**config.mk**
```make
export PLATFORM = sky130hd
export DESIGN_NAME = pcsd_fifo
export DESIGN_NICKNAME = d
export VERILOG_FILES = /design/src/pcsd_pkg.sv /design/src/pcsd_fifo.sv
export SDC_FILE = /design/constraint.sdc
export NUM_CORES = 1
export LEC_CHECK = 0
export ABC_AREA = 1
export BUFFER_PORTS_ARGS = -buffer_cell sky130_fd_sc_hd__buf_2
export CAP_MARGIN = 15
export CORE_AREA = 5 5 420 422
export DETAILED_ROUTE_END_ITERATION = 16
export DIE_AREA = 0 0 425 427
export GPL_TIMING_DRIVEN = 0
export PLACE_DENSITY = 0.41
export SLEW_MARGIN = 20
export SYNTH_ARGS = -nofsm -noshare
export SYNTH_HDL_FRONTEND = slang
export SYNTH_SLANG_ARGS = --single-unit
```
**constraint.sdc**
```tcl
create_clock -name i_clk -period 34.4 [get_ports i_clk]
set_input_delay 3.44 -clock i_clk [delete_from_list [all_inputs] [get_ports i_clk]]
set_output_delay 3.44 -clock i_clk [all_outputs]
set_load 0.02 [all_outputs]
```
**src/pcsd_pkg.sv**
```systemverilog
`timescale 1ns / 1ps
package pcsd_pkg;

    localparam int MAX_ITEMS  = 128;
    localparam int MAX_COLORS = 32;
    localparam int COST_BITS  = 16;

    localparam int RW  = $clog2(MAX_ITEMS);          // row (run count) index
    localparam int KW  = $clog2(MAX_COLORS);         // color index
    localparam int NCW = 6;                          // num_colors register
    localparam int TGW = 8;                          // target_runs register
    localparam int ICW = $clog2(MAX_ITEMS + 1);      // item counter
    localparam int VW  = RW + COST_BITS + 1;         // table entry, all ones = infinity
    localparam int AW  = RW + KW + 1;                // table address, layer on top

    localparam logic [VW-1:0] INF_COST = '1;

    localparam logic CFG_NUM_COLORS  = 1'b0;
    localparam logic CFG_TARGET_RUNS = 1'b1;

    typedef struct packed {
        logic [MAX_COLORS-1:0][COST_BITS-1:0] costs;
        logic [5:0]                           existing;
        logic [NCW-1:0]                       nc;
        logic [RW-1:0]                        idx;
        logic                                 do_upd;
        logic                                 last;
        logic                                 ovf;
    } t_item;

    typedef enum logic [2:0] {
        B_IDLE,
        B_UPD,
        B_UWAIT,
        B_SCAN,
        B_SWAIT,
        B_OUT
    } t_bstate;

endpackage

```
**src/pcsd_fifo.sv**
```systemverilog
`timescale 1ns / 1ps
module pcsd_fifo
    import pcsd_pkg::*;
(
    input  logic  i_clk,
    input  logic  i_rst_n,
    input  logic  i_push,
    input  t_item i_item,
    output logic  o_full,
    input  logic  i_pop,
    output logic  o_valid,
    output t_item o_item
);

    t_item      r_slot [2];
    logic       r_wp, r_rp;
    logic [1:0] r_cnt;

    assign o_full  = (r_cnt == 2'd2);
    assign o_valid = (r_cnt != 2'd0);
    assign o_item  = r_slot[r_rp];

    always_ff @(posedge i_clk) begin
        if (i_push) begin
            r_slot[r_wp] <= i_item;
        end
    end

    always_ff @(posedge i_clk) begin
        if (!i_rst_n) begin
            r_wp  <= 1'b0;
            r_rp  <= 1'b0;
            r_cnt <= 2'd0;
        end else begin
            if (i_push) begin
                r_wp <= !r_wp;
            end
            if (i_pop) begin
                r_rp <= !r_rp;
            end
            r_cnt <= r_cnt + 2'(i_push) - 2'(i_pop);
        end
    end

    a_no_overrun: assert property (@(posedge i_clk) disable iff (!i_rst_n)
        !(i_push && o_full && !i_pop))
        else $error("transaction pushed into full queue");

    a_no_underrun: assert property (@(posedge i_clk) disable iff (!i_rst_n)
        i_pop |-> o_valid)
        else $error("pop from empty queue");

endmodule

```
== After elaboration in Yosys (flattened, before gate mapping) ==
Memory sizes are Yosys's and may differ from the RTL's. A register that Yosys moved wholly into a read port is not among the register bits.
Cells that the tools add are included.
W data, S select, Z words.

* $add $sub $neg: 2
* Reductions and logical operators: 3
* Equal/unequal tests: 1
* Muxes and demuxes: 4

{| class="wikitable"
|+ Operators with widths
! cell !! count
|-
| $mux W1 || 4
|-
| $add A2 B1 Y2 || 1
|-
| $eq A2 B2 Y1 const B || 1
|-
| $logic_not A1 Y1 || 2
|-
| $reduce_bool A2 Y1 || 1
|-
| $sub A2 B1 Y2 || 1
|}

* Input port bits: 538
* Memories: 1
* Logic and storage cells: 14
* Bits in registers: 4
* Memory bits (writable): 1068
* Output and inout bits: 536

{| class="wikitable"
|+ Memory list
! memory !! depth !! bits a word !! read ports !! clocked after Yosys merged registers in !! write ports !! RTL line !! RTL
|-
| r_slot || 2 || 534 || 1 || 1 || 1 || pcsd_fifo.sv:15 || <nowiki>t_item r_slot [2];</nowiki>
|}

== Longest topological paths before layout ==
Gate-level depths: netlist of the first run.

* Word-level depth: 3
* Depth in mapped cells: 7
* Gate-level depth less buffers: 7

== Least setup slack after synthesis of the first run ==
Ideal clock, no wire load.

* Path kind: input to register
* Start point: in i_push
* End point: mem r_slot[0][0] (netlist bit) (enable)
* Slack: 7.170 ns
* Buffers on the path: 0
* Stages: 2
* Arrival: 25.771 ns
* Library setup time: 1.460 ns
* Data required time: 32.940 ns
* Cell sequence: inv_1 nor2_1

* Cells in the longest elaborated chain, start to end: 2

{| class="wikitable"
|+ Ends and longest elaborated chain
! element !! RTL line !! RTL
|-
| start, declared || pcsd_fifo.sv:7 || <nowiki>input logic i_push,</nowiki>
|-
| $mux W1 || pcsd_fifo.sv:24 || <nowiki>if (i_push) begin</nowiki>
|-
| $mux W1 (not written as such) || pcsd_fifo.sv:25 || <nowiki>r_slot[r_wp] <= i_item;</nowiki>
|-
| end, declared || pcsd_fifo.sv:15 ||
|}

No other way between the ends.

==> results.cfg, run 1 <==
[die]
dieArea_um2 = 181000
core.rowCount = 153
initial_core_util = 0.225
die_w_um = 425
ioPinCount = 1074
die_h_um = 427
core_um2 = 173000

[drt]
dr.pass1.iters = 5
vias = 20800
viasPerCell = 3.88
drt_iter0_markers = 995
ant_nets = 0
route.detailed.drc = 0
wl_per_cell_um = 23.6
routed_wl_um = 126000

[clock_network]
cts_buffers = 121
cts_tree = yes
postCtsSetupBuffers = 0
clock_latency_ns = 0.74
cts_sinks = 1073
ctsHoldBuffers = 0
clk_path_buf_depth = 3
root_buffer = clkbuf_16
h-tree-depth = 3
cts.repair.resized = 0
clkTransAtPathRegs_ns = 0.07

[timing]
slew_headroom = 0.597
fin_skew_ns = 0.0203
slew_violations = 0
period_share = 0.179
finalSetupViolations = 0
rsz0062_at_grt = false
fmax_ghz = 0.162
setup_slack_ns = 28.23
worst_pin_slew_ns = 0.604
finalHoldViolCount = 0
period_minus_slack_ns = 6.17

[final_layout]
syn_to_final_growth_pct = 33.2
fin_area_um2 = 51700
drive_above_1_share = 0.547
nNetsFinal = 3466

[power_and_ir_drop]
power_density_nw_per_um2 = 59.8
power.share.sequential = 0.495
p_sw_mw = 0.753
p_sw_frac = 0.244
p_leak_nw = 18.9
p_comb_frac = 0.114
p_clk_frac = 0.391
internal-power_mw = 2.34
ir_drop_mv = 0.0418

[yosys]
synth_flop_cell = edfxtp_1
synth_area_leaders = edfxtp_1 (83%), mux2_2 (9.6%), mux2_1 (6.0%)
yosysUniqueCellTypes = 12
synth_edf_count = 1068
ys_warn_count = 0
synth_top_area_frac = 0.827
ys_seq_area_frac = 0.829
syn-instance-count = 1694
syn_avg_cell_area_um2 = 22.9
yosys.area.top_type = edfxtp_1
syn_nets = 2234
syn-cell-area_um2 = 38800
synth.most_common_cell = edfxtp_1
synth_seq_cells = 1073
synth_commonest_cells = edfxtp_1 (1068), mux2_2 (329), mux2_1 (205), buf_2 (30), buf_6 (29)
synthArstFlopShare = 0

[setup_path]
worstPathArrival_ns = 2.73
critPathLaunchType = flip-flop
required_ns = 30.96
crit_type = reg2out
crit_path_end_kind = primary output
worstPathMaxFanout = 10

[place]
place_area_um2 = 47900
hpwl_um = 96400
port_buffers = 1073
place_congestion = 0.800
dp_slack_ns = 28.37

[global_route]
grtUsageTotal = 0.132
antenna_found_initial = 79
grt_pass1_wl_um = 169000
grt_pass1_vias = 21500
grt_max_degree = 88
overflow = 0

[job]
maxCapViolCount = 0

[min_path]
holdCritPathClass = reg2reg

[outcome]
status = finished clean
[worst paths after layout]
check,depth (start not counted),to,startpoint,slack (ns)
worst min-delay path,2,r_rp,r_rp,0.50
worst min register to register,2,r_rp,r_rp,0.50
worst max-delay path,5,o_item[284],flip-flop,28.23
worst max register to register,9,r_slot[0][77],r_wp,31.71
[layout by cell type (no fill, tap or decap), types with 2 or more instances in the layout]
cell,n
nor2_1,7
dfxtp_1,5
inv_6,4
mux2_2,329
nand2_1,9
buf_12,17
buf_6,29
mux2_1,205
bufinv_16,6
inv_1,6
buf_16,19
clkinv_4,3
diode_2,14
clkinv_8,3
buf_2,1103
clkbuf_1,32
clkinv_2,12
ha_1,2
edfxtp_1,1068
clkinv_1,34
clkinvlp_4,3
clkbuf_16,122
[state kept, by name (all words and copies together) (netlist names), named ones only]
name / cells
r_cnt: 2
r_wp: 1
r_slot: 1068
r_rp: 1
[power groups by stage]
stage               Clock [mW]  Sequential, mW  Combinational (mW)
global placement             0            1.64               0.343
finish                    1.21            1.53               0.352
CTS                       1.26            1.53               0.362
global route              1.31            1.53               0.374
detailed placement           0            1.56               0.360
floorplan                    0            1.60               0.182
[worst max-delay path, cell delays in order (launching register included)]
cell     delay [ns]
dfxtp_1        0.34
buf_2          0.45
buf_6          0.31
buf_6          0.23
mux2_1         0.43
buf_2          0.20
[stage by stage]
stage           util  power, mW  std cells  setup TNS, ns  hold slack [ns]
2_1_floorplan      -       1.78       1694              0            0.463
3_3_place_gp   0.273       1.99       5092       -6027.95            0.476
3_5_place_dp   0.278       1.92       5128              0            0.498
4_1_cts        0.299       3.15       5347              0            0.511
5_1_grt        0.299       3.22       5351              0            0.547
6_report       0.299       3.09       5361              0            0.503
[metal layers]
| layer | share of wire | global-route usage | wire [um] | vias to the layer above |
|---|---|---|---|---|
| li1 | - | - | - | 9297 |
| met1 | 0.38 | 0.150 | 48200 | 10600 |
| met2 | 0.52 | 0.240 | 65900 | 657 |
| met3 | 0.073 | 0.0457 | 9180 | 243 |
| met4 | 0.023 | 0.0294 | 2930 | 20 |
| met5 | 0.00099 | 0 | 125 | - |
[logic make-up (layout without fill, tap and decap cells)]
logic type,count (synthesis),count (layout),synth area share
mux,534,534,0.155
compound gates,1,1,0.000129
flops,1073,1073,0.829
simple gates,18,18,0.00177
other cells,0,14,0
buf+inv,66,1394,0.0130
fa+ha+maj,2,2,0.000645
[final cells by class]
type                            instances  area, um^2
Antenna cell                           14        35.0
Clock buffer                          154        3170
Clock inverter                         65         500
Timing Repair Buffer                 1109        6230
Tap cell                             2325        2910
Buffer                                 59         477
Fill cell                           17400      121000
Sequential cell                      1073       32200
Inverter                                7        33.8
Multi-Input combinational cell        555        6120
No activity file was read; power rests on OpenSTA's default activity.
==> run 2: changes to the inputs <==
- ABC_AREA: 1 -> 0
- CORE_AREA: 5 5 420 422 -> 5 5 416 418
- DIE_AREA: 0 0 425 427 -> 0 0 421 423
- PLACE_DENSITY: 0.41 -> 0.43
- clock period: 34.4 -> 5 ns (I/O delays scaled with it)
==> run 2 against run 1 <==
Compared with the run above:
- critical path depth unchanged
- final cell count up 8.0%
- design area up 11%
- utilization up 3.9 points
- clock-buffer cell count up 5
- sequential share of layout area down 5.9 points
- first-iteration DRC count up 12%
- critical path type unchanged
- clock power rose to 7.0 times the previous value
- global-route usage up 0.54 points
- worst hold slack worse by 0.36 ns
- sequential power rose to 6.9 times the previous value
==> results.cfg, run 2 <==
[drt]
route.detailed.drc = 0
drt_iter0_markers = 1111
wl_per_cell_um = 21.9
routed_wl_um = 127000
viasPerCell = 3.92
ant_nets = 0
dr.pass1.iters = 5
vias = 22700

[yosys]
synth.most_common_cell = edfxtp_1
synthSimpleGateAreaFrac = 0.00145
ys_warn_count = 0
syn_nets = 2222
syn-cell-area_um2 = 38800
yosys.area.top_type = edfxtp_1
ys_seq_area_frac = 0.829
synthArstFlopShare = 0
synth_top_area_frac = 0.827
synth_fa_ha_area_frac = 0.000645
muxShareOfSynthArea = 0.155
synth_compound_area_frac = 0.000194
yosysUniqueCellTypes = 14
syn-instance-count = 1682
syn_avg_cell_area_um2 = 23.1
synth_area_leaders = edfxtp_1 (83%), mux2_2 (9.6%), mux2_1 (6.0%)
synth_edf_count = 1068
synth_flop_cell = edfxtp_1
synth_commonest_cells = edfxtp_1 (1068), mux2_2 (329), mux2_1 (205), buf_2 (30), buf_6 (29)
synth_top_family_by_area = multiplexers
synth_seq_cells = 1073
synth_xor_area_frac = 0.000806

[final_layout]
drive_above_1_share = 0.468
final_cell_mix = buf_2 (1103), edfxtp_1 (1068), dlygate4sd3_1 (537)
final_cells = 5790
largestRegisters = r_slot (1068), r_cnt (2)
syn_to_final_growth_pct = 47.2
final_common_cell = buf_2
largest_register_ffs = 1068
top_register = r_slot
nNetsFinal = 3997
fin_area_um2 = 57100

[power_and_ir_drop]
p_leak_nw = 21.2
power.total_mw = 22.1
ir_drop_mv = 0.290
p_comb_frac = 0.140
p_clk_frac = 0.385
internal-power_mw = 16.6
p_sw_mw = 5.52
power.share.sequential = 0.475
power_density_nw_per_um2 = 387
p_sw_frac = 0.250

[timing]
fin_skew_ns = 0.0179
slew_headroom = 0.567
setup_slack_ns = 1.67
worst_pin_slew_ns = 0.650
finalHoldViolCount = 0
fmax_ghz = 0.300
period_share = 0.666
finalSetupViolations = 0
rsz0062_at_grt = false
period_minus_slack_ns = 3.33
holdWs_ns = 0.142
slew_violations = 0

[global_route]
antenna_found_initial = 33
grt_pass1_vias = 24800
grtUsageTotal = 0.138
overflow = 0
grt_max_degree = 47
grt_pass1_wl_um = 177000

[die]
ioPinCount = 1074
die_h_um = 423
die_w_um = 421
core.rowCount = 151
core_um2 = 169000
initial_core_util = 0.230
dieArea_um2 = 178000

[place]
port_buffers = 1073
hpwl_um = 95900
place_congestion = 0.803
place_area_um2 = 47900
dp_slack_ns = 1.96
dp.cells = 5015

[clock_network]
clkTransAtPathRegs_ns = 0.06
cts_buffers = 121
cts_tree = yes
postCtsSetupBuffers = 0
cts_sinks = 1073
clk_path_buf_depth = 3
h-tree-depth = 3
root_buffer = clkbuf_16
clock_latency_ns = 0.75

[min_path]
holdCritPathClass = in2reg
min_to = r_cnt[0]
min_from = i_push
whs_path_depth = 3

[setup_path]
reg2reg_slack_ns = 2.34
required_ns = 4.50
crit_path_end_kind = primary output
worstPathMaxFanout = 10
worstPathArrival_ns = 2.83
r2r_cells = 9
critPathLaunchType = flip-flop
crit_type = reg2out
reg2reg_from = r_wp
r2r_end = r_slot[0][474]

[outcome]
status = finished clean

[job]
maxCapViolCount = 0
[run 2: cell families after synthesis]
group,after synthesis
buffers and inverters,61
xor gates and xnor gates,2
and+or+nand+nor,9
AOI/OAI and AO/OA,1
muxes,534
adders and majority gates,2
DFF,1073
[run 2: power groups by stage]
stage / sequential [mW] / combinational, mW / clock (mW)
final: 10.5 / 3.09 / 8.52
after global routing: 10.5 / 3.30 / 9.25
after CTS: 10.5 / 3.18 / 8.87
after detailed placement: 10.7 / 2.78 / 0
after global placement: 10.9 / 2.65 / 0
after floorplan: 10.8 / 1.45 / 0
[run 2: layer usage]
metal,GRT usage,wire length [um]
met5,0,7
met4,0.0574,4850
met3,0.0518,10100
met2,0.240,63700
met1,0.151,48200
[run 2: metrics by stage]
stage	TNS, ns	utilization
floorplan	-3426.14	-
global placement	-9624.73	0.278
detailed placement	0	0.284
CTS	0	0.338
global route	0	0.338
finish	0	0.338
[run 2: worst max path at each step]
stage | endpoint | cells past startpoint
3_3_place_gp | r_slot[0][400] | 2
4_1_cts | o_item[384] | 5
6_report | o_item[440] | 5
2_1_floorplan | r_slot[0][0] | 1
5_1_grt | o_item[469] | 5
3_5_place_dp | r_slot[0][474] | 10
[run 2: worst max-delay path: stages (launching register included)]
cell	delay (ns)
dfxtp_1	0.42
buf_2	0.44
buf_6	0.28
buf_6	0.22
mux2_1	0.47
buf_2	0.21
[run 2: what timing repair did]
item                       CTS  global route
hold endpoints to repair  1073             0
gates resized for setup      0             0
hold buffers               537             0
[run 2: cell type report]
class                           count  area (um^2)
Multi-Input combinational cell    548         6140
Inverter                            2         7.51
Clock inverter                     62          571
Buffer                             59          477
Antenna cell                       17         42.5
Clock buffer                      159         3190
Fill cell                       16500       112000
Timing Repair Buffer             1652        11700
Tap cell                         2218         2780
Sequential cell                  1073        32200
