### src/pcsd_pkg.sv
`timescale 1ns / 1ps
package pcsd_pkg;

    localparam int MAX_ITEMS  = 128;
    localparam int MAX_COLORS = 32;
    localparam int COST_BITS  = 16;

    localparam int RW  = $clog2(MAX_ITEMS);          // row (run count) index
    localparam int KW  = $clog2(MAX_COLORS);         // color index
    localparam int NCW = 6;                          // num_colors register
    localparam int TGW = 8;                          // target_runs register
    localparam int ICW = $clog2(MAX_ITEMS + 1);      // item counter
    localparam int VW  = RW + COST_BITS + 1;         // table entry, all ones = infinity
    localparam int AW  = RW + KW + 1;                // table address, layer on top

    localparam logic [VW-1:0] INF_COST = '1;

    localparam logic CFG_NUM_COLORS  = 1'b0;
    localparam logic CFG_TARGET_RUNS = 1'b1;

    typedef struct packed {
        logic [MAX_COLORS-1:0][COST_BITS-1:0] costs;
        logic [5:0]                           existing;
        logic [NCW-1:0]                       nc;
        logic [RW-1:0]                        idx;
        logic                                 do_upd;
        logic                                 last;
        logic                                 ovf;
    } t_item;

    typedef enum logic [2:0] {
        B_IDLE,
        B_UPD,
        B_UWAIT,
        B_SCAN,
        B_SWAIT,
        B_OUT
    } t_bstate;

endpackage

### src/pcsd_front.sv
`timescale 1ns / 1ps
module pcsd_front
    import pcsd_pkg::*;
(
    input  logic                 i_clk,
    input  logic                 i_rst_n,
    input  logic                 i_valid,
    output logic                 o_stall,
    input  logic [5:0]           i_existing_color,
    input  logic [15:0]          i_paint_cost,
    input  logic                 i_last_item,
    input  logic [NCW-1:0]       i_num_colors,
    input  logic                 i_q_full,
    output logic                 o_q_push,
    output t_item                o_q_item
);

    logic [MAX_COLORS-1:0][COST_BITS-1:0] r_buf, n_buf;
    logic [KW-1:0]  r_ci;
    logic [ICW-1:0] r_item;
    logic           r_tm;
    logic [NCW-1:0] nc;
    logic           accept, final_e, upd;

    assign o_stall = i_q_full;
    assign accept  = i_valid && !i_q_full;

    always_comb begin
        if (i_num_colors == '0) begin
            nc = NCW'(1);
        end else if (int'(i_num_colors) > MAX_COLORS) begin
            nc = NCW'(MAX_COLORS);
        end else begin
            nc = i_num_colors;
        end
    end

    always_comb begin
        n_buf        = r_buf;
        n_buf[r_ci]  = i_paint_cost[COST_BITS-1:0];
    end

    assign final_e = (int'(r_ci) + 1) >= int'(nc);
    assign upd     = !r_tm && (int'(r_item) < MAX_ITEMS);

    assign o_q_push = accept && final_e && (upd || i_last_item);

    always_comb begin
        o_q_item.costs    = n_buf;
        o_q_item.existing = i_existing_color;
        o_q_item.nc       = nc;
        o_q_item.idx      = r_item[RW-1:0];
        o_q_item.do_upd   = upd;
        o_q_item.last     = i_last_item;
        o_q_item.ovf      = !upd;
    end

    always_ff @(posedge i_clk) begin
        if (accept) begin
            r_buf <= n_buf;
        end
    end

    always_ff @(posedge i_clk) begin
        if (!i_rst_n) begin
            r_ci   <= '0;
            r_item <= '0;
            r_tm   <= 1'b0;
        end else if (accept) begin
            if (!final_e) begin
                r_ci <= r_ci + KW'(1);
            end else begin
                r_ci <= '0;
                if (i_last_item) begin
                    r_item <= '0;
                    r_tm   <= 1'b0;
                end else if (upd) begin
                    r_item <= r_item + ICW'(1);
                end else begin
                    r_tm <= 1'b1;
                end
            end
        end
    end

endmodule

### config.mk
export PLATFORM = sky130hd
export DESIGN_NAME = pcsd_front
export DESIGN_NICKNAME = d
export VERILOG_FILES = /design/src/pcsd_pkg.sv /design/src/pcsd_front.sv
export SDC_FILE = /design/constraint.sdc
export NUM_CORES = 1
export LEC_CHECK = 0
export BUFFER_PORTS_ARGS = -buffer_cell sky130_fd_sc_hd__buf_2
export CAP_MARGIN = 20
export CORE_UTILIZATION = 45
export CTS_CLUSTER_DIAMETER = 40
export DETAILED_ROUTE_END_ITERATION = 12
export PLACE_DENSITY = 0.72
export SETUP_SLACK_MARGIN = 0.5
export SYNTH_ARGS = -nofsm -noshare
export SYNTH_HDL_FRONTEND = slang
export SYNTH_SLANG_ARGS = --single-unit
### constraint.sdc
create_clock -name i_clk -period 19.5 [get_ports i_clk]
set_input_delay 2.925 -clock i_clk [delete_from_list [all_inputs] [get_ports i_clk]]
set_output_delay 2.925 -clock i_clk [all_outputs]
set_load 0.01 [all_outputs]
# Word-level counts from Yosys, hierarchy flattened
# Cells that the tools add are included.
# totals
output_inout_bits	536
regBits	526
# classes
reduce_logical	13
add_sub_neg	3
n_eq_ne	1
n_lt_le_gt_ge	5
n_mux	10
# op_table
cell	count
bitwise mux 512 bit	1
demux 16 bit (select 5 bit)	1
2-to-1 mux 16 bit	1
2-to-1 mux 8 bit	2
2-to-1 mux 6 bit	2
adder 8 x 1 -> 8 bit (second input constant)	1
less-than comparator 8 bit (second input constant)	1
adder 5 x 1 -> 6 bit (second input constant)	1
greater-or-equal comparator 6 bit	1
greater-than comparator 6 bit (second input constant)	1
logical NOT 6 bit	1
less-than comparator 5 x 6 -> 1 bit (second input constant)	1
AND reduction 3 bit	2
adder 5 x 1 -> 5 bit (second input constant)	1
greater-or-equal comparator 5 x 1 -> 1 bit (second input constant)	1
logical AND 1 bit	5
2-to-1 mux 5 bit	1
logical NOT 1 bit	3
2-to-1 mux 1 bit	2
inequality test 2 bit (second input constant)	1
nonzero test 2 bit	1
logical OR 1 bit	1

# Logic depth before layout (Yosys ltp)
# Gate-level depths: netlist of the first run.
# depth
word_depth	6
depth_mapped	13
mapped_depth_nobuf	10

# Worst setup path before layout of the first run
# No wires, ideal clock.
# synth_timing
path_kind	input to register
start	in i_q_full
end	reg r_ci[4]
path_stages	6
slack_ns	4.974
path_buffers	0
arrival_ns	14.469
cell_sequence	nand2b_1 -> inv_1 -> o2111a_1 -> o31ai_1 -> a21oi_1 -> a21o_1
# synth_via
elab_chain_len	2
# synth_lines
item	line	rtl
start, declared	pcsd_front.sv:13	input logic i_q_full,
logical NOT 1 bit	pcsd_front.sv:26	assign accept = i_valid && !i_q_full;
logical AND 1 bit	pcsd_front.sv:26	
net accept	pcsd_front.sv:23	logic accept, final_e, upd;
end signal, assigned	pcsd_front.sv:71	r_ci <= r_ci + KW'(1);
end, declared	pcsd_front.sv:19	logic [KW-1:0] r_ci;
# The timed path passes the listed nets, and every way through them passes these cells.
# A chain may end at the register's enable or synchronous reset.

# Final worst setup path of the first run
# layout_timing
start	in i_num_colors[1]
end	out o_q_push
# layout_via
elab_chain_len	6
elab_cells_between_ends	7
cone_classes	order compare (2); mux (2); reduce/logical (3)
# layout_lines
item	line	rtl
start, declared	pcsd_front.sv:12	input logic [NCW-1:0] i_num_colors,
greater-than comparator 6 bit	pcsd_front.sv:31	end else if (int'(i_num_colors) > MAX_COLORS) begin
2-to-1 mux 6 bit	pcsd_front.sv:31	
2-to-1 mux 6 bit *	pcsd_front.sv:29	if (i_num_colors == '0) begin
greater-or-equal comparator 6 bit *	pcsd_front.sv:43	assign final_e = (int'(r_ci) + 1) >= int'(nc);
logical AND 1 bit * (2 in a row)	pcsd_front.sv:46	assign o_q_push = accept && final_e && (upd || i_last_item);
end, declared	pcsd_front.sv:14	output logic o_q_push,
# Every way passes the cells marked *; elsewhere a longest branch is shown, timed or not.

==> impl_metrics.py, run 1 <==
metrics = {
    "yosys": {
        "synth_xor_xnor_area_share_pct": 0.0372,
        "synthAdderAreaFrac_pct": 0.584,
        "synth_compound_area_share_pct": 0.918,
        "ys.flop_type": "edfxtp_1",
        "synthMuxAreaShare_pct": 24.5,
        "syn_inst": 1303,
        "synth_top_family_by_area": "multiplexers",
        "synth-async-reset-ratio_pct": 0,
        "synth-edff-count": 512,
        "netlist_area_mm2": 0.0236,
        "synth_area_leaders": "edfxtp_1 65%, mux2_2 24%, dfxtp_1 1.2%",
        "synth_top_area_share_pct": 65.2,
        "seq_area_frac_synth_pct": 66.4,
        "yosysWarnings": 0,
        "yosysTopAreaCell": "edfxtp_1",
        "ys_seq_elements": 526,
        "avgSynthCellArea_um2": 18.1,
        "synth-simple-area-share_pct": 3.82,
        "syn-num-nets": 1347,
        "ys_types": 51,
    },
    "grt": {
        "grt_pass1_vias": 14136,
        "grt.met3_usage_pct": 6.51,
        "grt_pass1_wl_mm": 92.3,
        "overflow": 0,
        "antenna_found_initial": 1,
        "track_usage_pct": 23.3,
        "met1_usage_pct": 30.2,
        "grt_busiest_layer": "met2",
        "globalRouteMet2Util_pct": 36.8,
        "grt_max_degree": 188,
    },
    "power": {
        "power_switching_mw": 0.653,
        "p_comb_share_pct": 6.5,
        "p_sw_share_pct": 22.2,
        "peakVddDrop_v": 0.0000767,
        "pwr-share-clk_pct": 49.4,
        "p_seq_share_pct": 44.2,
        "p_int_mw": 2.29,
        "cellPowerDensity_mw_per_mm2": 101,
        "leakage_nw": 11.1,
    },
    "clocking": {
        "clk_latency_ns": 0.60,
        "cts.clk_slew.worst_paths_ns": 0.05,
        "numCtsBuffers": 78,
        "ctsResizeCount": 0,
        "cts_setup_buffers": 0,
        "ctsHoldBuffers": 0,
        "cts_tree": "built",
        "cts.sinks": 526,
        "root_buffer": "clkbuf_16",
        "htree_levels": 3,
        "clock_path_buffers": 3,
    },
    "placement": {
        "placed_cells": 2430,
        "portBuffers": 556,
        "dpl.hpwl_mm": 41.6,
        "gp_congestion": 0.857,
    },
    "cells_and_area": {
        "stdcell_count": 2575,
        "final_layout_size_suffix_gt1_share_pct": 65.2,
        "areaGrowthSynthToFinish_pct": 23.8,
        "multi_input_area_mm2": 0.00705,
        "final_common_cell": "buf_2",
        "regArea_mm2": 0.0157,
        "layout_common_cells": "556 x buf_2, 512 x edfxtp_1, 505 x mux2_2, 82 x clkbuf_16, 24 x nand2_1",
        "nFillCells": 4024,
        "n_antenna_cell": 0,
        "nets": 1874,
    },
    "outcome": {
        "status": "complete, no violations",
    },
    "drt": {
        "wl_mm": 63.5,
        "drtIter0Drc": 912,
        "first_pass_iters": 5,
        "vias": 14029,
        "drc": 0,
        "avgViaCountPerCell": 5.45,
        "avgRoutedWirePerCell_um": 24.7,
        "ant_nets": 0,
    },
    "worst_setup_path": {
        "cpPeakStageDelay_ns": 0.42,
        "end_kind": "primary output",
        "critPathSlowestCell": "o31a_1",
        "crit_type": "input port to primary output",
        "startpoint": "i_num_colors[1]",
        "cp_cell_sequence": "buf_2 > nor4_1 > nor2_1 > nor2_1 > ha_1 > nand2b_1 > a21oi_1 > o31a_1 > a21oi_1 > buf_2",
        "r2r_setup_slack_ns": 16.29,
        "r2r_cells": 9,
        "cp.arrival_ns": 4.86,
        "r2r-start": "r_ci[2]",
        "crit_end": "o_q_push",
        "required_ns": 16.57,
        "critPathMaxFanout": 13,
        "startpoint_type": "input port",
        "timing.rr.end": "r_item[5]",
    },
    "run": {
        "drv_cap": 0,
    },
    "die": {
        "start_util_pct": 45.8,
        "pin_count": 569,
        "core_mm2": 0.0515,
        "die_area_mm2": 0.0533,
        "rows": 83,
        "die_h_um": 231,
        "fp.dieW_um": 231,
    },
    "timing": {
        "clock_skew_ns": 0.0220,
        "rsz0062_at_grt": "false",
        "fin_crit_sh_pct": 39.9,
        "setup_viol": 0,
        "min_period_ns": 7.78,
        "hold_viol": 0,
        "fmax_ghz": 0.128,
        "relSlewSlack_pct": 33.3,
        "slew_viol_final": 0,
        "fin_setup_tns_ns": 0,
        "worst_pin_slew_ns": 1.00,
    },
    "min_path": {
        "hold_path.class": "flop to flop",
        "hold_path.startpoint": "r_item[7]",
    },
}
[stage by stage]
stage / utilization [%] / hold WS (ns) / total power [mW] / setup WS (ns) / area [µm²]
global placement: 51.3 / 0.472 / 1.51 / 11.79 / 26400
global route: 56.6 / 0.562 / 3.03 / 11.54 / 29200
CTS: 56.6 / 0.502 / 2.97 / 11.73 / 29200
finish: 56.6 / 0.507 / 2.94 / 11.72 / 29200
floorplan: - / 0.459 / 1.45 / 4.97 / 23600
detailed placement: 51.3 / 0.506 / 1.51 / 11.73 / 26400
[logic make-up (layout without fill, tap and decap cells)]
logic type	Yosys count	count (layout)
flip-flops	526	526
adder cells (fa/ha/maj)	11	11
AND/OR/NAND/NOR	93	93
multiplexers	512	512
AO/OA/AOI/OAI	33	33
XOR/XNOR	1	1
buffers and inverters	127	719
[flip-flops by register name, summed over array words and instances (netlist names)]
signal  cells
r_buf     512
r_ci        5
r_item      8
r_tm        1
[cells in the mapped netlist (all sizes together), types with 6 or more instances]
library cell	n
a21oi	10
buf	63
clkbuf	51
dfxtp	14
edfxtp	512
ha	11
inv	13
mux2	512
nand2	24
nand2b	11
nand3	14
nand3b	6
nor2	20
o21ai	6
[power by group through the flow]
stage	clock network, mW	logic, mW	registers (mW)
after floorplan	0	0.112	1.34
after global placement	0	0.187	1.32
after detailed placement	0	0.191	1.32
after CTS	1.47	0.192	1.30
after global routing	1.52	0.203	1.30
final	1.45	0.191	1.30
[worst min-delay path by stage]
| stage | end | slack [ns] | cells after the start |
|---|---|---|---|
| finish | r_item[7] | 0.51 | 2 |
| CTS | r_item[7] | 0.50 | 2 |
| global route | r_item[7] | 0.56 | 2 |
| detailed placement | r_item[7] | 0.51 | 2 |
| global placement | r_item[7] | 0.47 | 2 |
| floorplan | r_item[7] | 0.46 | 2 |
[cell type report]
cell class	count	area share (%)
clock buffer	89	7.16
clock inverter	56	2.22
inverter	13	0.193
multi-input combinational	650	24.2
sequential	526	53.7
tap	680	2.92
timing repair buffer	561	9.71
[worst max-delay path, delay by kind of cell]
family | cells | cell delay [ns]
simple gates | 4 | 0.62
compound gates | 3 | 0.78
buf+inv | 2 | 0.28
fa+ha+maj | 1 | 0.24
[per-layer routing]
metal | vias to the layer above | wire (µm)
met5 | - | 0
met4 | 0 | 2140
met3 | 114 | 4950
met2 | 598 | 30200
met1 | 7208 | 26300
li1 | 6109 | -
Power figures use the tool's default switching activity.
==> run 2, diff against run 1 <==
--- a/config.mk
+++ b/config.mk
@@ -10,7 +10,7 @@
 export CORE_UTILIZATION = 45
 export CTS_CLUSTER_DIAMETER = 40
 export DETAILED_ROUTE_END_ITERATION = 12
-export PLACE_DENSITY = 0.72
+export PLACE_DENSITY = 0.75
 export SETUP_SLACK_MARGIN = 0.5
 export SYNTH_ARGS = -nofsm -noshare
 export SYNTH_HDL_FRONTEND = slang
==> constraint.sdc (replaced) <==
create_clock -name i_clk -period 7 [get_ports i_clk]
set_input_delay 1.05 -clock i_clk [delete_from_list [all_inputs] [get_ports i_clk]]
set_output_delay 1.05 -clock i_clk [all_outputs]
set_load 0.01 [all_outputs]
==> impl_metrics.py, run 2 (synthesis gave the netlist of run 1 again) <==
metrics = {
    "worst_setup_path": {
        "cp.arrival_ns": 3.56,
        "critPathMaxFanout": 18,
        "required_ns": 5.95,
        "end_kind": "primary output",
        "cp_cell_sequence": "nor2b_1 > nand3_4 > nand2_1 > ha_1 > nand4b_1 > o22a_1 > o31a_1 > a21oi_1 > buf_2",
        "startpoint_type": "flop",
        "critPathSlowestCell": "nor2b_1",
        "path_delay_family": "simple AND/OR/NAND/NOR gates",
        "crit_type": "flop to primary output",
        "cpPeakStageDelay_ns": 0.65,
        "path_buf_inv": 1,
    },
    "drt": {
        "drc": 0,
        "avgRoutedWirePerCell_um": 24.9,
        "avgViaCountPerCell": 5.50,
        "drtIter0Drc": 981,
        "wl_mm": 64.2,
        "first_pass_iters": 5,
        "ant_nets": 0,
        "vias": 14178,
    },
    "timing": {
        "worst_pin_slew_ns": 1.14,
        "setup_viol": 0,
        "relSlewSlack_pct": 24.0,
        "fin_crit_sh_pct": 65.8,
        "clock_skew_ns": 0.0156,
        "fmax_ghz": 0.217,
        "min_period_ns": 4.61,
        "rsz0062_at_grt": "false",
        "finalHoldWorstSlack_ns": 0.525,
        "hold_viol": 0,
        "slew_viol_final": 0,
    },
    "clocking": {
        "ctsResizeCount": 0,
        "root_buffer": "clkbuf_16",
        "cts.clk_slew.worst_paths_ns": 0.06,
        "cts.sinks": 526,
        "clock_path_buffers": 3,
        "htree_levels": 3,
        "numCtsBuffers": 80,
        "ctsHoldBuffers": 0,
        "cts_setup_buffers": 0,
        "cts_tree": "built",
        "clk_latency_ns": 0.60,
    },
    "grt": {
        "grt_pass1_wl_mm": 93.5,
        "track_usage_pct": 23.6,
        "grt_max_degree": 200,
        "antenna_found_initial": 1,
        "grt_pass1_vias": 14119,
        "overflow": 0,
    },
    "power": {
        "finalPower_mw": 8.35,
        "peakVddDrop_v": 0.000232,
        "leakage_nw": 11.1,
        "cellPowerDensity_mw_per_mm2": 285,
    },
    "cells_and_area": {
        "final_common_cell": "buf_2",
        "regArea_mm2": 0.0157,
        "largestRegisters": "r_buf: 512 flops, r_item: 8 flops, r_ci: 5 flops",
        "layout_common_cells": "556 x buf_2, 512 x edfxtp_1, 505 x mux2_2, 85 x clkbuf_16, 24 x nand2_1",
        "largest_register_ffs": 512,
        "final_layout_size_suffix_gt1_share_pct": 65.5,
        "n_antenna_cell": 0,
        "multi_input_area_mm2": 0.00706,
        "nets": 1875,
        "nFillCells": 4023,
        "max_flop_register": "r_buf",
        "areaGrowthSynthToFinish_pct": 24.4,
        "stdcell_count": 2578,
        "stdcell_area_mm2": 0.0293,
        "fin_util_pct": 56.9,
    },
    "die": {
        "rows": 83,
        "core_mm2": 0.0515,
        "fp.dieW_um": 231,
        "die_h_um": 231,
        "die_area_mm2": 0.0533,
        "start_util_pct": 45.8,
        "pin_count": 569,
    },
    "min_path": {
        "hold_path.class": "flop to flop",
    },
    "placement": {
        "placed_cells": 2429,
        "dpl_cell_area_mm2": 0.0265,
        "portBuffers": 556,
        "dpl.hpwl_mm": 41.8,
        "gp_congestion": 0.829,
    },
    "outcome": {
        "status": "complete, no violations",
    },
    "run": {
        "drv_cap": 0,
    },
}
## run 2: power breakdown
group          leakage [nW]  switching [mW]  total [mW]  internal, mW
Combinational          4.83           0.347       0.536         0.189
Sequential             4.92          0.0286        3.62          3.59
Clock                  1.38            1.51        4.20          2.69
Total                  11.1            1.89        8.35          6.47
## run 2: cell type report
class / instances / share of cell area, %
Clock buffer: 90 / 7.32
Clock inverter: 59 / 2.40
Inverter: 13 / 0.179
Multi-Input combinational cell: 650 / 24.1
Sequential cell: 526 / 53.4
Tap cell: 680 / 2.90
Timing Repair Buffer: 560 / 9.72
## run 2: worst paths after layout
| path | slack (ns) | start | cells after the start | to |
|---|---|---|---|---|
| worst max-delay path | 2.39 | r_ci[2] | 9 | o_q_push |
| worst min-delay path | 0.53 | r_item[7] | 2 | r_item[7] |
| worst max register to register | 3.79 | r_ci[2] | 9 | r_item[5] |
| worst min register to register | 0.53 | r_item[7] | 2 | r_item[7] |
## run 2: worst min-delay path, cell delays in order, from the launching register on
cell and delay (ns):
dfxtp_1 0.33, inv_1 0.08, a21oi_1 0.07
## run 2: layer usage
layer	part of all wire [%]	wire, µm	track usage (%)
met4	3.0	1920	8.94
met2	48	30700	37.5
met3	7.2	4650	5.89
met1	42	27000	31.1
met5	0	0	0
## run 2: metrics by stage
stage | TNS, ns | setup WS, ns
2_1_floorplan | -1173.17 | -2.27
4_1_cts | 0 | 2.34
3_5_place_dp | 0 | 2.98
5_1_grt | 0 | 2.11
3_3_place_gp | 0 | 3.04
6_report | 0 | 2.39
==> run 3, diff against run 2 <==
--- a/config.mk
+++ b/config.mk
@@ -5,12 +5,13 @@
 export SDC_FILE = /design/constraint.sdc
 export NUM_CORES = 1
 export LEC_CHECK = 0
+export ABC_AREA = 1
 export BUFFER_PORTS_ARGS = -buffer_cell sky130_fd_sc_hd__buf_2
 export CAP_MARGIN = 20
 export CORE_UTILIZATION = 45
 export CTS_CLUSTER_DIAMETER = 40
 export DETAILED_ROUTE_END_ITERATION = 12
-export PLACE_DENSITY = 0.75
+export PLACE_DENSITY = 0.73
 export SETUP_SLACK_MARGIN = 0.5
 export SYNTH_ARGS = -nofsm -noshare
 export SYNTH_HDL_FRONTEND = slang
==> constraint.sdc (replaced) <==
create_clock -name i_clk -period 4.45 [get_ports i_clk]
set_input_delay 0.6675 -clock i_clk [delete_from_list [all_inputs] [get_ports i_clk]]
set_output_delay 0.6675 -clock i_clk [all_outputs]
set_load 0.01 [all_outputs]
==> impl_metrics.py, run 3 <==
metrics = {
    "placement": {
        "dpl.hpwl_mm": 44.2,
        "dp_worst_setup_slack_ns": 0.875,
        "gp_congestion": 0.842,
        "portBuffers": 556,
    },
    "clocking": {
        "cts.clk_slew.worst_paths_ns": 0.05,
        "clk_latency_ns": 0.62,
        "cts_tree": "built",
        "cts.sinks": 526,
        "ctsHoldBuffers": 0,
        "numCtsBuffers": 78,
        "root_buffer": "clkbuf_16",
        "clock_path_buffers": 3,
        "htree_levels": 3,
        "cts_setup_buffers": 0,
        "ctsResizeCount": 11,
    },
    "worst_setup_path": {
        "r2r_setup_slack_ns": 1.49,
        "end_kind": "primary output",
        "timing.rr.end": "r_buf[289]",
        "crit_type": "flop to primary output",
        "r2r_cells": 4,
        "required_ns": 3.78,
        "r2r-start": "r_ci[0]",
        "cp.arrival_ns": 3.54,
        "startpoint_type": "flop",
        "critPathMaxFanout": 32,
    },
    "grt": {
        "grt_max_degree": 137,
        "antenna_found_initial": 3,
        "grt_pass1_wl_mm": 102,
        "track_usage_pct": 27.5,
        "overflow": 0,
        "grt_pass1_vias": 16137,
    },
    "cells_and_area": {
        "layout_common_cells": "570 x nand2_1, 556 x buf_2, 514 x o21ai_0, 512 x edfxtp_1, 80 x clkbuf_16",
        "nets": 2488,
        "n_antenna_cell": 0,
        "final_layout_size_suffix_gt1_share_pct": 29.9,
        "areaGrowthSynthToFinish_pct": 27.3,
        "largest_register_ffs": 512,
        "regArea_mm2": 0.0157,
        "final_common_cell": "nand2_1",
        "max_flop_register": "r_buf",
        "largestRegisters": "r_buf: 512 flops, r_item: 8 flops, r_ci: 5 flops",
        "nFillCells": 3848,
        "multi_input_area_mm2": 0.00540,
    },
    "die": {
        "fp.dieW_um": 223,
        "core_mm2": 0.0479,
        "die_h_um": 223,
        "rows": 80,
        "start_util_pct": 45.8,
        "die_area_mm2": 0.0496,
        "pin_count": 569,
    },
    "min_path": {
        "hold_path.class": "input port to flop",
        "holdPathEnd": "r_item[1]",
        "hold_path.startpoint": "i_rst_n",
        "hold_path_depth": 3,
    },
    "yosys": {
        "synth_top_area_share_pct": 70.1,
        "synth-edff-count": 512,
        "yosysTopAreaCell": "edfxtp_1",
        "yosysWarnings": 0,
        "yosysMostFrequentCell": "nand2_1",
        "ys_seq_elements": 526,
        "ys_top_cells_by_count": "577 x nand2_1, 514 x o21ai_0, 512 x edfxtp_1",
        "synth_area_leaders": "edfxtp_1 70%, o21ai_0 12%, nand2_1 9.9%",
        "seq_area_frac_synth_pct": 71.4,
        "avgSynthCellArea_um2": 11.3,
        "synth-async-reset-ratio_pct": 0,
        "netlist_area_mm2": 0.0219,
        "ys.flop_type": "edfxtp_1",
        "syn_inst": 1938,
        "ys_types": 20,
        "syn-num-nets": 1982,
    },
    "drt": {
        "vias": 17152,
        "wl_mm": 70.5,
        "ant_nets": 0,
        "avgViaCountPerCell": 5.50,
        "first_pass_iters": 6,
        "drc": 0,
        "drtIter0Drc": 1805,
        "avgRoutedWirePerCell_um": 22.6,
    },
    "timing": {
        "hold_viol": 0,
        "setup_ws_ns": 0.246,
        "slew_viol_final": 0,
        "clock_skew_ns": 0.0184,
        "min_period_ns": 4.20,
        "relSlewSlack_pct": 27.3,
        "finalHoldWorstSlack_ns": 0.369,
        "worst_pin_slew_ns": 1.09,
        "fin_crit_sh_pct": 94.5,
        "fmax_ghz": 0.238,
        "setup_viol": 0,
        "rsz0062_at_grt": "true",
    },
    "run": {
        "drv_cap": 0,
    },
    "power": {
        "peakVddDrop_v": 0.000327,
        "leakage_nw": 11.9,
        "cellPowerDensity_mw_per_mm2": 464,
    },
    "outcome": {
        "status": "complete, no violations",
    },
}
[run 3: cell count changes in the layout (fill, tap and decap cells not counted), moves of 11 or more]
cell	previous run	this run
mux2_2	505	0
nand3_4	12	0
buf_4	1	33
nand2_1	24	570
nand3_1	2	27
inv_1	12	43
nor2_8	11	0
nor2_1	4	27
o21ai_0	6	514
[run 3: per-layer routing]
layer,vias up,GRT usage (%),wire length [µm]
met5,-,0,13
met4,2,10.5,2400
met3,158,8.07,7650
met2,999,43.8,33000
met1,8162,35.6,27400
li1,7831,-,-
[run 3: layout make-up]
class                      count  area share (%)
inverter                      52           0.753
timing repair buffer         595            11.3
clock buffer                  80            7.09
multi-input combinational   1191            19.3
tap                          615            2.76
clock inverter                62            2.69
sequential                   526            56.1
[run 3: worst max path at each step]
stage | slack (ns) | cells past startpoint | from | to
2_1_floorplan | -6.56 | 6 | i_valid | o_q_push
4_1_cts | 0.31 | 5 | r_ci[0] | o_q_item[182]
5_1_grt | 0.11 | 5 | r_ci[0] | o_q_item[255]
6_report | 0.25 | 5 | r_ci[0] | o_q_item[311]
3_3_place_gp | 0.95 | 6 | r_ci[0] | o_q_item[145]
3_5_place_dp | 0.87 | 6 | r_ci[0] | o_q_item[145]
[run 3: logic make-up (layout without fill, tap and decap cells)]
logic type | Yosys count | in the layout | synth area share, %
xor gates and xnor gates | 1 | 1 | 0.0399
and+or+nand+nor | 652 | 652 | 11.6
AOI/OAI and AO/OA | 527 | 527 | 12.1
adders and majority gates | 11 | 11 | 0.627
DFF | 526 | 526 | 71.4
buffers and inverters | 221 | 789 | 4.34
[run 3: through the flow]
stage	instance area (µm²)	std cells	power (mW)	setup TNS (ns)	util (%)
final	27900	3121	13.0	0	58.2
after global routing	27900	3121	13.3	0	58.2
after CTS	27900	3120	13.0	0	58.1
after detailed placement	25100	2978	6.67	0	52.4
after global placement	25100	2977	6.64	0	52.3
after floorplan	22000	1938	6.28	-2280.09	-
[run 3: power by group]
group          internal [mW]  switching [mW]  total [mW]  leakage [nW]
logic                  0.242           0.643       0.885          5.64
clock network           4.03            2.34        6.37          1.33
registers               5.66          0.0534        5.71          4.92
[run 3: critical path, stage by stage, from the launching register on]
cell and delay, ns:
dfxtp_1 0.38, inv_1 0.14, ha_1 0.61, nand3_1 0.91, o21ai_0 0.66, buf_2 0.21
